--- config.mk ---
export PLATFORM = sky130hd
export DESIGN_NAME = dtmf_tone_generator
export DESIGN_NICKNAME = d
export VERILOG_FILES = /design/src/rtl/dtmf_pkg.sv /design/src/rtl/dtmf_tone_generator.sv
export SDC_FILE = /design/constraint.sdc
export NUM_CORES = 2
export LEC_CHECK = 0
export BUFFER_PORTS_ARGS = -buffer_cell sky130_fd_sc_hd__buf_2
export CORE_MARGIN = 2
export CORE_UTILIZATION = 55
export DETAILED_ROUTE_END_ITERATION = 8
export PLACE_DENSITY = 0.78
export SYNTH_ARGS = -nofsm -noshare
export SYNTH_HDL_FRONTEND = slang
export SYNTH_SLANG_ARGS = --single-unit
--- constraint.sdc ---
create_clock -name clk -period 13.8 [get_ports clk]
set_clock_uncertainty 0.1 [all_clocks]
set_input_delay 2.07 -clock clk [delete_from_list [all_inputs] [get_ports clk]]
set_output_delay 2.07 -clock clk [all_outputs]
set_load 0.05 [all_outputs]
--- src/rtl/dtmf_pkg.sv ---
package dtmf_pkg;

	localparam int SampleRate  = 8000;
	localparam int SineEntries = 256;
	localparam int IdxW        = $clog2(SineEntries);

	localparam logic [63:0] HalfPiQ30 = 64'd1686629713;
	localparam logic [16:0] EnvFull   = 17'd65536;

	localparam int CfgIdxW  = 2;
	localparam int CfgDataW = 20;

	typedef enum logic [CfgIdxW-1:0] {
		CFG_TONE_SAMPLES = 2'd0,
		CFG_RAMP_SAMPLES = 2'd1,
		CFG_RAMP_STEP    = 2'd2,
		CFG_AMPLITUDE    = 2'd3
	} cfg_index_t;

	typedef struct packed {
		logic       start_req;
		logic [3:0] digit;
	} in_t;

	typedef struct packed {
		logic signed [15:0] sample;
		logic               active;
		logic               last;
	} out_t;

	typedef logic signed [15:0] sine_tab_t [SineEntries];
	typedef logic [31:0] step_tab_t [8];

	function automatic logic [31:0] step_of(input logic [63:0] f);
		logic [63:0] num;
		num = (f << 32) + 64'(SampleRate / 2);
		return 32'(num / SampleRate);
	endfunction

	function automatic logic signed [15:0] quarter_sine(input logic [63:0] u);
		logic [63:0] x;
		logic [63:0] x2;
		logic [63:0] term;
		longint      sum;
		x    = (u * HalfPiQ30 + 64'(SineEntries / 2)) / SineEntries;
		x2   = (x * x) >> 30;
		sum  = longint'(x);
		term = ((x * x2) >> 30) / 6;
		sum  = sum - longint'(term);
		term = ((term * x2) >> 30) / 20;
		sum  = sum + longint'(term);
		term = ((term * x2) >> 30) / 42;
		sum  = sum - longint'(term);
		term = ((term * x2) >> 30) / 72;
		sum  = sum + longint'(term);
		term = ((term * x2) >> 30) / 110;
		sum  = sum - longint'(term);
		if (sum < 0)
			sum = 0;
		sum = (sum + 16384) >>> 15;
		if (sum > 32767)
			sum = 32767;
		return 16'(sum);
	endfunction

	function automatic sine_tab_t build_sine();
		sine_tab_t          tab;
		logic [63:0]        p;
		logic [63:0]        q;
		logic [63:0]        r;
		logic signed [15:0] v;
		for (int k = 0; k < SineEntries; k++) begin
			p = 64'(4 * k);
			q = p / SineEntries;
			r = p % SineEntries;
			v = q[0] ? quarter_sine(64'(SineEntries) - r) : quarter_sine(r);
			tab[k] = q[1] ? -v : v;
		end
		return tab;
	endfunction

	localparam sine_tab_t SineTable = build_sine();

	localparam step_tab_t FreqStepTable = '{
		step_of(64'd697),  step_of(64'd770),  step_of(64'd852),  step_of(64'd941),
		step_of(64'd1209), step_of(64'd1336), step_of(64'd1477), step_of(64'd1633)
	};

endpackage

--- src/rtl/dtmf_tone_generator.sv ---
// Channel   Signals                      Payload
// input     in_valid / in_ready          in_data  (start_req, digit)
// output    out_valid / out_ready        out_data (sample, active, last)
// config    cfg_we, cfg_index            cfg_data (write only, no wait)
//
// A tone sample runs the sequencer through envelope update, sine table read and two passes
// of one shared 32x18 multiplier; the done state writes the result to the output register.
// An idle tick skips the table read and multiplies and goes from S_ENV straight to S_DONE.
// The input is ready only while the sequencer is idle, so one input is taken at a time.
// A result waits in the output register, and the next result holds the sequencer until the
// register is free. Reset is asynchronous and needs no clearing pass.
module dtmf_tone_generator import dtmf_pkg::*; (
	input  logic                clk,
	input  logic                arst_n,
	input  logic                in_valid,
	output logic                in_ready,
	input  in_t                 in_data,
	output logic                out_valid,
	input  logic                out_ready,
	output out_t                out_data,
	input  logic                cfg_we,
	input  logic [CfgIdxW-1:0]  cfg_index,
	input  logic [CfgDataW-1:0] cfg_data
);

	typedef enum logic [5:0] {
		S_IDLE = 6'b000001,
		S_ENV  = 6'b000010,
		S_READ = 6'b000100,
		S_MUL1 = 6'b001000,
		S_MUL2 = 6'b010000,
		S_DONE = 6'b100000
	} state_t;

	state_t state_q;

	logic [19:0] tone_samples_q;
	logic [19:0] ramp_samples_q;
	logic [16:0] ramp_step_q;
	logic [13:0] amplitude_q;

	logic [31:0] low_phase_q;
	logic [31:0] high_phase_q;
	logic [31:0] low_step_q;
	logic [31:0] high_step_q;
	logic [19:0] sample_count_q;
	logic [16:0] envelope_q;
	logic        tone_active_q;

	logic [IdxW-1:0]    idx_low_q;
	logic [IdxW-1:0]    idx_high_q;
	logic signed [16:0] sinsum_q;
	logic signed [49:0] prod_q;
	logic               zero_q;
	logic               last_q;

	out_t out_q;
	logic out_valid_q;

	logic               rise;
	logic               fall;
	logic signed [18:0] env_sum;
	logic [16:0]        env_next;
	logic               last_next;
	logic [63:0]        wide_low;
	logic [63:0]        wide_high;
	logic signed [31:0] mul_a;
	logic signed [17:0] mul_b;
	logic signed [49:0] mul_p;
	logic [49:0]        mag;
	logic [18:0]        mag_sh;
	logic signed [15:0] sample_val;
	logic               out_free;

	assign in_ready  = (state_q == S_IDLE);
	assign out_valid = out_valid_q;
	assign out_data  = out_q;
	assign out_free  = !out_valid_q || out_ready;

	always_comb begin
		rise = ({1'b0, sample_count_q} + {1'b0, ramp_samples_q}) < {1'b0, tone_samples_q};
		fall = sample_count_q > ramp_samples_q;
		env_sum = $signed({2'b00, envelope_q})
			+ (rise ? $signed({2'b00, ramp_step_q}) : 19'sd0)
			- (fall ? $signed({2'b00, ramp_step_q}) : 19'sd0);
		if (env_sum < 19'sd0)
			env_next = '0;
		else if (env_sum > $signed({2'b00, EnvFull}))
			env_next = EnvFull;
		else
			env_next = env_sum[16:0];
		last_next = ({1'b0, sample_count_q} + 21'd1) >= {1'b0, tone_samples_q};
		wide_low  = {32'b0, low_phase_q} * 64'(SineEntries);
		wide_high = {32'b0, high_phase_q} * 64'(SineEntries);
	end

	always_comb begin
		if (state_q == S_MUL2) begin
			mul_a = prod_q[31:0];
			mul_b = {sinsum_q[16], sinsum_q};
		end else begin
			mul_a = $signed({15'b0, envelope_q});
			mul_b = $signed({4'b0, amplitude_q});
		end
		mul_p = mul_a * mul_b;
	end

	always_comb begin
		mag    = prod_q[49] ? 50'(-prod_q) : 50'(prod_q);
		mag_sh = mag[49:31];
		if (zero_q)
			sample_val = '0;
		else if (prod_q[49])
			sample_val = (mag_sh >= 19'd32768) ? -16'sd32768 : 16'(-$signed(mag_sh));
		else
			sample_val = (mag_sh > 19'd32767) ? 16'sd32767 : 16'(mag_sh);
	end

	always_ff @(posedge clk or negedge arst_n) begin
		if (!arst_n) begin
			tone_samples_q <= 20'd7466;
			ramp_samples_q <= 20'd149;
			ramp_step_q    <= 17'd440;
			amplitude_q    <= 14'd8000;
		end else if (cfg_we) begin
			unique case (cfg_index_t'(cfg_index))
				CFG_TONE_SAMPLES: tone_samples_q <= cfg_data;
				CFG_RAMP_SAMPLES: ramp_samples_q <= cfg_data;
				CFG_RAMP_STEP:    ramp_step_q    <= cfg_data[16:0];
				CFG_AMPLITUDE:    amplitude_q    <= cfg_data[13:0];
				default:          ;
			endcase
		end
	end

	always_ff @(posedge clk or negedge arst_n) begin
		if (!arst_n) begin
			state_q        <= S_IDLE;
			low_phase_q    <= '0;
			high_phase_q   <= '0;
			low_step_q     <= '0;
			high_step_q    <= '0;
			sample_count_q <= '0;
			envelope_q     <= '0;
			tone_active_q  <= 1'b0;
			out_valid_q    <= 1'b0;
		end else begin
			if (state_q == S_DONE && out_free)
				out_valid_q <= 1'b1;
			else if (out_ready)
				out_valid_q <= 1'b0;
			unique case (state_q)
				S_IDLE: begin
					if (in_valid) begin
						if (in_data.start_req) begin
							low_step_q     <= FreqStepTable[{1'b0, in_data.digit[3:2]}];
							high_step_q    <= FreqStepTable[{1'b1, in_data.digit[1:0]}];
							low_phase_q    <= '0;
							high_phase_q   <= '0;
							sample_count_q <= '0;
							envelope_q     <= '0;
							tone_active_q  <= 1'b1;
						end
						state_q <= S_ENV;
					end
				end
				S_ENV: begin
					if (!tone_active_q) begin
						state_q <= S_DONE;
					end else begin
						envelope_q     <= env_next;
						low_phase_q    <= low_phase_q + low_step_q;
						high_phase_q   <= high_phase_q + high_step_q;
						sample_count_q <= sample_count_q + 20'd1;
						if (last_next)
							tone_active_q <= 1'b0;
						state_q <= S_READ;
					end
				end
				S_READ: state_q <= S_MUL1;
				S_MUL1: state_q <= S_MUL2;
				S_MUL2: state_q <= S_DONE;
				S_DONE: begin
					if (out_free)
						state_q <= S_IDLE;
				end
				default: state_q <= S_IDLE;
			endcase
		end
	end

	always_ff @(posedge clk) begin
		unique case (state_q)
			S_ENV: begin
				zero_q     <= !tone_active_q;
				last_q     <= last_next;
				idx_low_q  <= wide_low[32 +: IdxW];
				idx_high_q <= wide_high[32 +: IdxW];
			end
			S_READ: begin
				sinsum_q <= 17'(SineTable[idx_low_q]) + 17'(SineTable[idx_high_q]);
			end
			S_MUL1, S_MUL2: begin
				prod_q <= mul_p;
			end
			S_DONE: begin
				if (out_free) begin
					out_q.sample <= sample_val;
					out_q.active <= !zero_q;
					out_q.last   <= !zero_q && last_q;
				end
			end
			default: ;
		endcase
	end

endmodule
## Word-level counts from Yosys, hierarchy flattened

Memory sizes are Yosys's and may differ from the RTL's. A register that Yosys moved wholly into a read port is not among the register bits.
Cells that the tools add are included.

| word-level totals | value |
|---|---|
| logic and storage cells | 121 |
| bits in registers | 283 |
| ROM bits | 8704 |
| output and inout port bits | 20 |
| memories | 4 |
| input bits | 32 |

| cells by class | value |
|---|---|
| magnitude comparators | 9 |
| $mul | 1 |
| equal/unequal tests | 13 |
| $add $sub $neg | 10 |
| reductions and logical operators | 21 |
| muxes and demuxes | 39 |
| bitwise gates (word level) | 4 |

Memories:

| memory | depth | bits a word | read ports | clocked after memory_dff | write ports | line | source |
|---|---|---|---|---|---|---|---|
| (name not given) | 256 | 16 | 1 | 0 | 0 | dtmf_tone_generator.sv:201 | `sinsum_q <= 17'(SineTable[idx_low_q]) + 17'(SineTable[idx_high_q]);` |
| (name not given) | 256 | 16 | 1 | 0 | 0 | dtmf_tone_generator.sv:201 |  |
| (name not given) | 8 | 32 | 1 | 1 | 0 | dtmf_tone_generator.sv:157 | `high_step_q <= FreqStepTable[{1'b1, in_data.digit[1:0]}];` |
| (name not given) | 8 | 32 | 1 | 1 | 0 | dtmf_tone_generator.sv:156 | `low_step_q <= FreqStepTable[{1'b0, in_data.digit[3:2]}];` |

Operator list:

| kind | number |
|---|---|
| 32-bit 2-to-1 mux | 5 |
| 32-bit case mux with 2 select lines | 2 |
| 17-bit 2-to-1 mux | 7 |
| 16-bit 2-to-1 mux | 7 |
| 32-bit adder | 2 |
| 20-bit 2-to-1 mux | 3 |
| 32-bit by 18-bit multiplier with 50-bit output | 1 |
| 50-bit 2-to-1 mux | 1 |
| 50-bit negator | 1 |
| 20-bit case mux with 2 select lines | 1 |
| 6-bit case mux with 6 select lines | 1 |
| 17-bit case mux with 2 select lines | 1 |
| 20-bit by 1-bit adder with 21-bit output, second input constant | 1 |
| 20-bit by 20-bit adder with 21-bit output | 1 |
| 21-bit by 20-bit greater-or-equal comparator with 1-bit output | 1 |
| 21-bit by 20-bit < comparator with 1-bit output | 1 |
| 20-bit by 1-bit adder with 20-bit output, second input constant | 1 |
| 20-bit > comparator | 1 |
| 19-bit by 16-bit greater-or-equal comparator with 1-bit output, second input constant | 1 |
| 19-bit by 15-bit > comparator with 1-bit output, second input constant | 1 |
| 19-bit by 18-bit > comparator with 1-bit output, second input constant | 1 |
| 19-bit by 1-bit < comparator with 1-bit output, second input constant | 1 |
| 18-bit by 17-bit subtractor with 19-bit output | 1 |
| 17-bit by 17-bit adder with 18-bit output | 1 |
| 29 further kinds | 53 |

## Logic depth before layout (Yosys ltp)

| depth | value |
|---|---|
| depth after elaboration | 10 |
| gate-level depth with buffers | 34 |
| gate-level depth less buffers | 32 |

## Worst setup path after synthesis

No wires, ideal clock.

| timing path | value |
|---|---|
| path type | register -> register |
| from | register state_q[1] |
| to | register prod_q[46] (data pin) |
| period minus slack after synthesis | 7828 ps |
| buffers on the path | 4 |
| cell stages (with the launch flop) | 26 |
| arrival time | 7456 ps |
| setup slack | 5972 ps |
| required time | 13428 ps |
| cells stage by stage | dfrtp_1 -> nor4_1 -> and3b_1 -> buf_1 -> clkbuf_1 -> clkbuf_1 -> nand2_1 -> nand2_1 -> clkbuf_1 -> nand2_1 -> fa_1 -> inv_1 -> fa_1 -> ha_1 -> fa_1 -> fa_1 -> fa_1 -> ha_1 -> a2111oi_0 -> o21ai_1 -> a41oi_1 -> o21ai_1 -> a2111o_1 -> a21oi_1 -> o31a_1 -> o211ai_1 |

| on the way | value |
|---|---|
| cells in the longest elaborated chain, start to end | 3 |
| elaborated cells between the ends (all ways) | 4 |
| classes of those cells | 1 x mul; 1 x eq/ne; 2 x mux |

RTL lines:

| item | line | source |
|---|---|---|
| start, declared | dtmf_tone_generator.sv:35 | `state_t state_q;` |
| start signal, assigned | dtmf_tone_generator.sv:138 | `state_q <= S_IDLE;` |
| start signal, assigned | dtmf_tone_generator.sv:164 | `state_q <= S_ENV;` |
| start signal, assigned | dtmf_tone_generator.sv:169 | `state_q <= S_DONE;` |
| 6-bit by 5-bit == test with 1-bit output * | dtmf_tone_generator.sv:98 | `if (state_q == S_MUL2) begin` |
| 32-bit 2-to-1 mux / 18-bit 2-to-1 mux (equally long branches) | dtmf_tone_generator.sv:98 |  |
| 32-bit by 18-bit multiplier with 50-bit output * | dtmf_tone_generator.sv:105 | `mul_p = mul_a * mul_b;` |
| net mul_p[46] | dtmf_tone_generator.sv:69 | `logic signed [49:0] mul_p;` |
| end signal, assigned | dtmf_tone_generator.sv:204 | `prod_q <= mul_p;` |
| end, declared | dtmf_tone_generator.sv:53 | `logic signed [49:0] prod_q;` |

Mark *: on every way through the listed nets, which the timed path passes. The rest lies on a longest branch.
A chain may end at the register's enable or synchronous reset.

## Final worst setup path

Ends and elaborated chain as after synthesis.

==> impl_metrics.yaml <==
die:
  fp.dieW_um: 300
  ios: 52
  coreArea_um2: 86900
  rows: 108
  dieArea_um2: 90200
  start_util_pct: 55.6
  die_h_um: 300
layout:
  drive_gt1_share_pct: 6.17
  register_area_um2: 8280
  layoutNonFillerInstCount: 6846
  layout.nets: 6608
  area_growth_syn_to_layout_pct: 5.20
  n_fill_cell: 7638
  final_util_pct: 58.5
  multiInputGateArea_um2: 36000
critical_path:
  rr_endpoint: "prod_q[46]"
  path_class: "reg2reg"
  max_stage_delay_ns: 0.65
  r2r_cells: 23
  startpoint: "state_q[1]"
  crit_arrival_ns: 9.84
  cp-end-kind: "flop"
  r2r-start: "state_q[1]"
  crit_fanout: 61
  cp_top_family: "adder cells"
  crit_chain: "nor4_1 -> and3b_4 -> buf_4 -> buf_4 -> nand2_1 -> nand2_1 -> nand2_1 -> fa_1 -> inv_1 -> fa_1 -> ha_1 -> fa_1 -> fa_1 -> fa_1 -> ha_1 -> a2111oi_0 -> o21ai_1 -> a41oi_1 -> o21ai_1 -> a2111o_1 -> a21oi_1 -> o31a_1 -> o211ai_1"
  cp_common_cell: "fa_1"
  crit_cells: 23
  critPathBufInv: 3
  regToRegSetupSlack_ns: 4.19
  worst_ep_required_time_ns: 14.03
  endpoint: "prod_q[46]"
  slowest_stage: "and3b_4"
  cp-start-kind: "flop"
power_and_ir_drop:
  switching_share_pct: 51.4
  irDropWorstVdd_uv: 215
  finalPower_w: 0.00830
  p_per_area_nw_per_um2: 163
  power_switching_w: 0.00427
  power.share.combinational_pct: 68.4
  internal-power_w: 0.00403
  pwr-share-seq_pct: 17.3
  power_frac_clock_pct: 14.4
  p_leak_nw: 22.2
logic_synthesis:
  avgSynthCellArea_um2: 8.26
  synthMuxAreaShare_pct: 2.25
  syn-num-nets: 6795
  ys_seq_area_share_pct: 17.1
  synth-compound-area-share_pct: 18.3
  synthArstFlopShare_pct: 66.7
  ys_ff_latch: 309
  synth-simple-area-share_pct: 18.1
  synth.distinct_cells: 100
  synth_enable_flop_cells: 103
  synth-xor-area-share_pct: 2.94
  synth_area_um2: 48300
  syn-instance-count: 5842
  yosys.area.top_type: "fa_1"
  synth_top_family_by_area: "adder cells"
  ys_warn_count: 0
  synth_fa_ha_area_share_pct: 32.8
  synth_top_area_share_pct: 23.8
  ys.flop_type: "dfrtp_1"
  netlist_top_cells_area: "fa_1 (24%), dfrtp_1 (9.5%), ha_1 (9.0%)"
clock_network:
  clk_path_buf_depth: 3
  cts-root-buf: "clkbuf_16"
  ctsHoldBuffers: 0
  clock_latency_ns: 0.64
  ctsResizeCount: 0
  cts_tree: "done"
  clkTransAtPathRegs_ns: 0.06
  cts_buffers: 41
  cts_sinks: 309
  htreeDepth: 2
  post_cts_buffers: 0
drt:
  first_pass_iters: 7
  wl_mm: 160
  vias_per_cell: 6.39
  num_vias: 43729
  wl_per_cell_um: 23.4
  drt_iter0_drc: 5613
  route.detailed.drc: 0
  drtAntennaViolNets: 0
flow_run:
  drv_cap: 0
placed_design:
  hpwl_mm: 120
  dp.cells: 6767
  gp_congestion: 1.03
  portBuffers: 51
min_path:
  worstHoldPathType: "reg2reg"
timing:
  rsz0062_at_grt: "false"
  slew_headroom_pct: 17.4
  finalSetupViolCount: 0
  fin_crit_sh_pct: 69.7
  finalHoldViolations: 0
  period_needed_ns: 9.61
  max_clock_freq_mhz: 104
  setup_tns_ns: 0
  worst_pin_slew_ns: 1.24
  drv_slew: 0
global_route:
  grt_pass1_vias: 43428
  grt_max_degree: 191
  grt_usage_pct: 35.6
  overflow: 0
  antenna_found_initial: 4
  grt_pass1_wl_mm: 250
run_status:
  outcome: "finished, final reports clean"
[layout make-up]
class	instances	area share [%]
inverters	714	5.28
clock inverters	25	0.707
multi-input cells	4459	70.8
well taps	1155	2.85
diodes	3	0.0148
clock buffers	51	2.32
flip-flops and latches	309	16.3
repair buffers	130	1.71
[stage by stage]
step                setup WS [ns]  area [um2]  hold slack, ns
global placement             4.49       49200           0.359
finish                       4.19       50800           0.377
detailed placement           4.28       49200           0.364
floorplan                    5.97       48300           0.343
global route                 3.48       50800           0.396
CTS                          4.25       50800           0.379
[cell usage after synthesis, types with 71 or more instances]
cell type / instances
clkbuf_1: 308
nand3_1: 146
fa_1: 574
a21o_1: 78
ha_1: 347
nand2b_1: 71
and3_1: 125
o21ai_0: 379
xnor2_1: 96
nand2_1: 843
nor3_1: 72
edfxtp_1: 103
dfrtp_1: 183
nor2_1: 388
inv_1: 707
a21oi_1: 326
[worst min-delay path by stage]
stage / start / endpoint / slack (ns) / depth (start not counted)
floorplan: envelope_q[15] / envelope_q[15] / 0.34 / 2
global placement: low_phase_q[31] / idx_low_q[7] / 0.36 / 0
detailed placement: low_phase_q[31] / idx_low_q[7] / 0.36 / 0
CTS: low_phase_q[31] / idx_low_q[7] / 0.38 / 0
global route: low_phase_q[31] / idx_low_q[7] / 0.40 / 0
finish: low_phase_q[31] / idx_low_q[7] / 0.38 / 0
[worst reg2reg max path: stages (launching register included)]
cell and delay (ns):
dfrtp_1 0.39, nor4_1 0.44, and3b_4 0.65, buf_4 0.52, buf_4 0.56, nand2_1 0.15, nand2_1 0.50, nand2_1 0.16
fa_1 0.51, inv_1 0.05, fa_1 0.46, ha_1 0.31, fa_1 0.51, fa_1 0.58, fa_1 0.42, ha_1 0.35
a2111oi_0 0.40, o21ai_1 0.18, a41oi_1 0.52, o21ai_1 0.31, a2111o_1 0.46, a21oi_1 0.35, o31a_1 0.31, o211ai_1 0.13
[flip-flops by register name, indices dropped and copies added, names as in the netlist, 18 cells and up]
name / flops
prod_q: 50
high_phase_q: 32
low_phase_q: 32
ramp_samples_q: 20
sample_count_q: 20
tone_samples_q: 20
out_data: 18
[cells by family after synthesis]
family	count (synthesis)
and+or+nand+nor	1912
AOI/OAI and AO/OA	1370
buffers and inverters	1074
adders and majority gates	922
DFF	309
xor gates and xnor gates	162
muxes	93
[cell usage in the layout, fill, tap and decap left out, types with 124 or more instances in the layout]
cell     count
a21oi_1    326
and3_1     124
dfrtp_1    183
fa_1       574
ha_1       347
inv_1      707
nand2_1    841
nand3_1    146
nor2_1     387
o21ai_0    379
[per-layer routing]
layer,vias to the layer above,GRT usage (%),part of all wire (%)
met5,-,0,0.013
met4,4,17.3,5.4
met3,524,7.91,11
met2,2438,54.6,44
met1,21386,47.9,40
li1,19377,-,-
[power groups by stage]
| stage | logic [W] | registers (W) | clock network (W) |
|---|---|---|---|
| after global placement | 0.00538 | 0.00144 | 0 |
| after floorplan | 0.00411 | 0.00137 | 0 |
| after CTS | 0.00555 | 0.00143 | 0.00121 |
| after detailed placement | 0.00552 | 0.00144 | 0 |
| after global routing | 0.00626 | 0.00146 | 0.00125 |
| final | 0.00568 | 0.00143 | 0.00119 |
No activity file was read; power rests on OpenSTA's default activity.
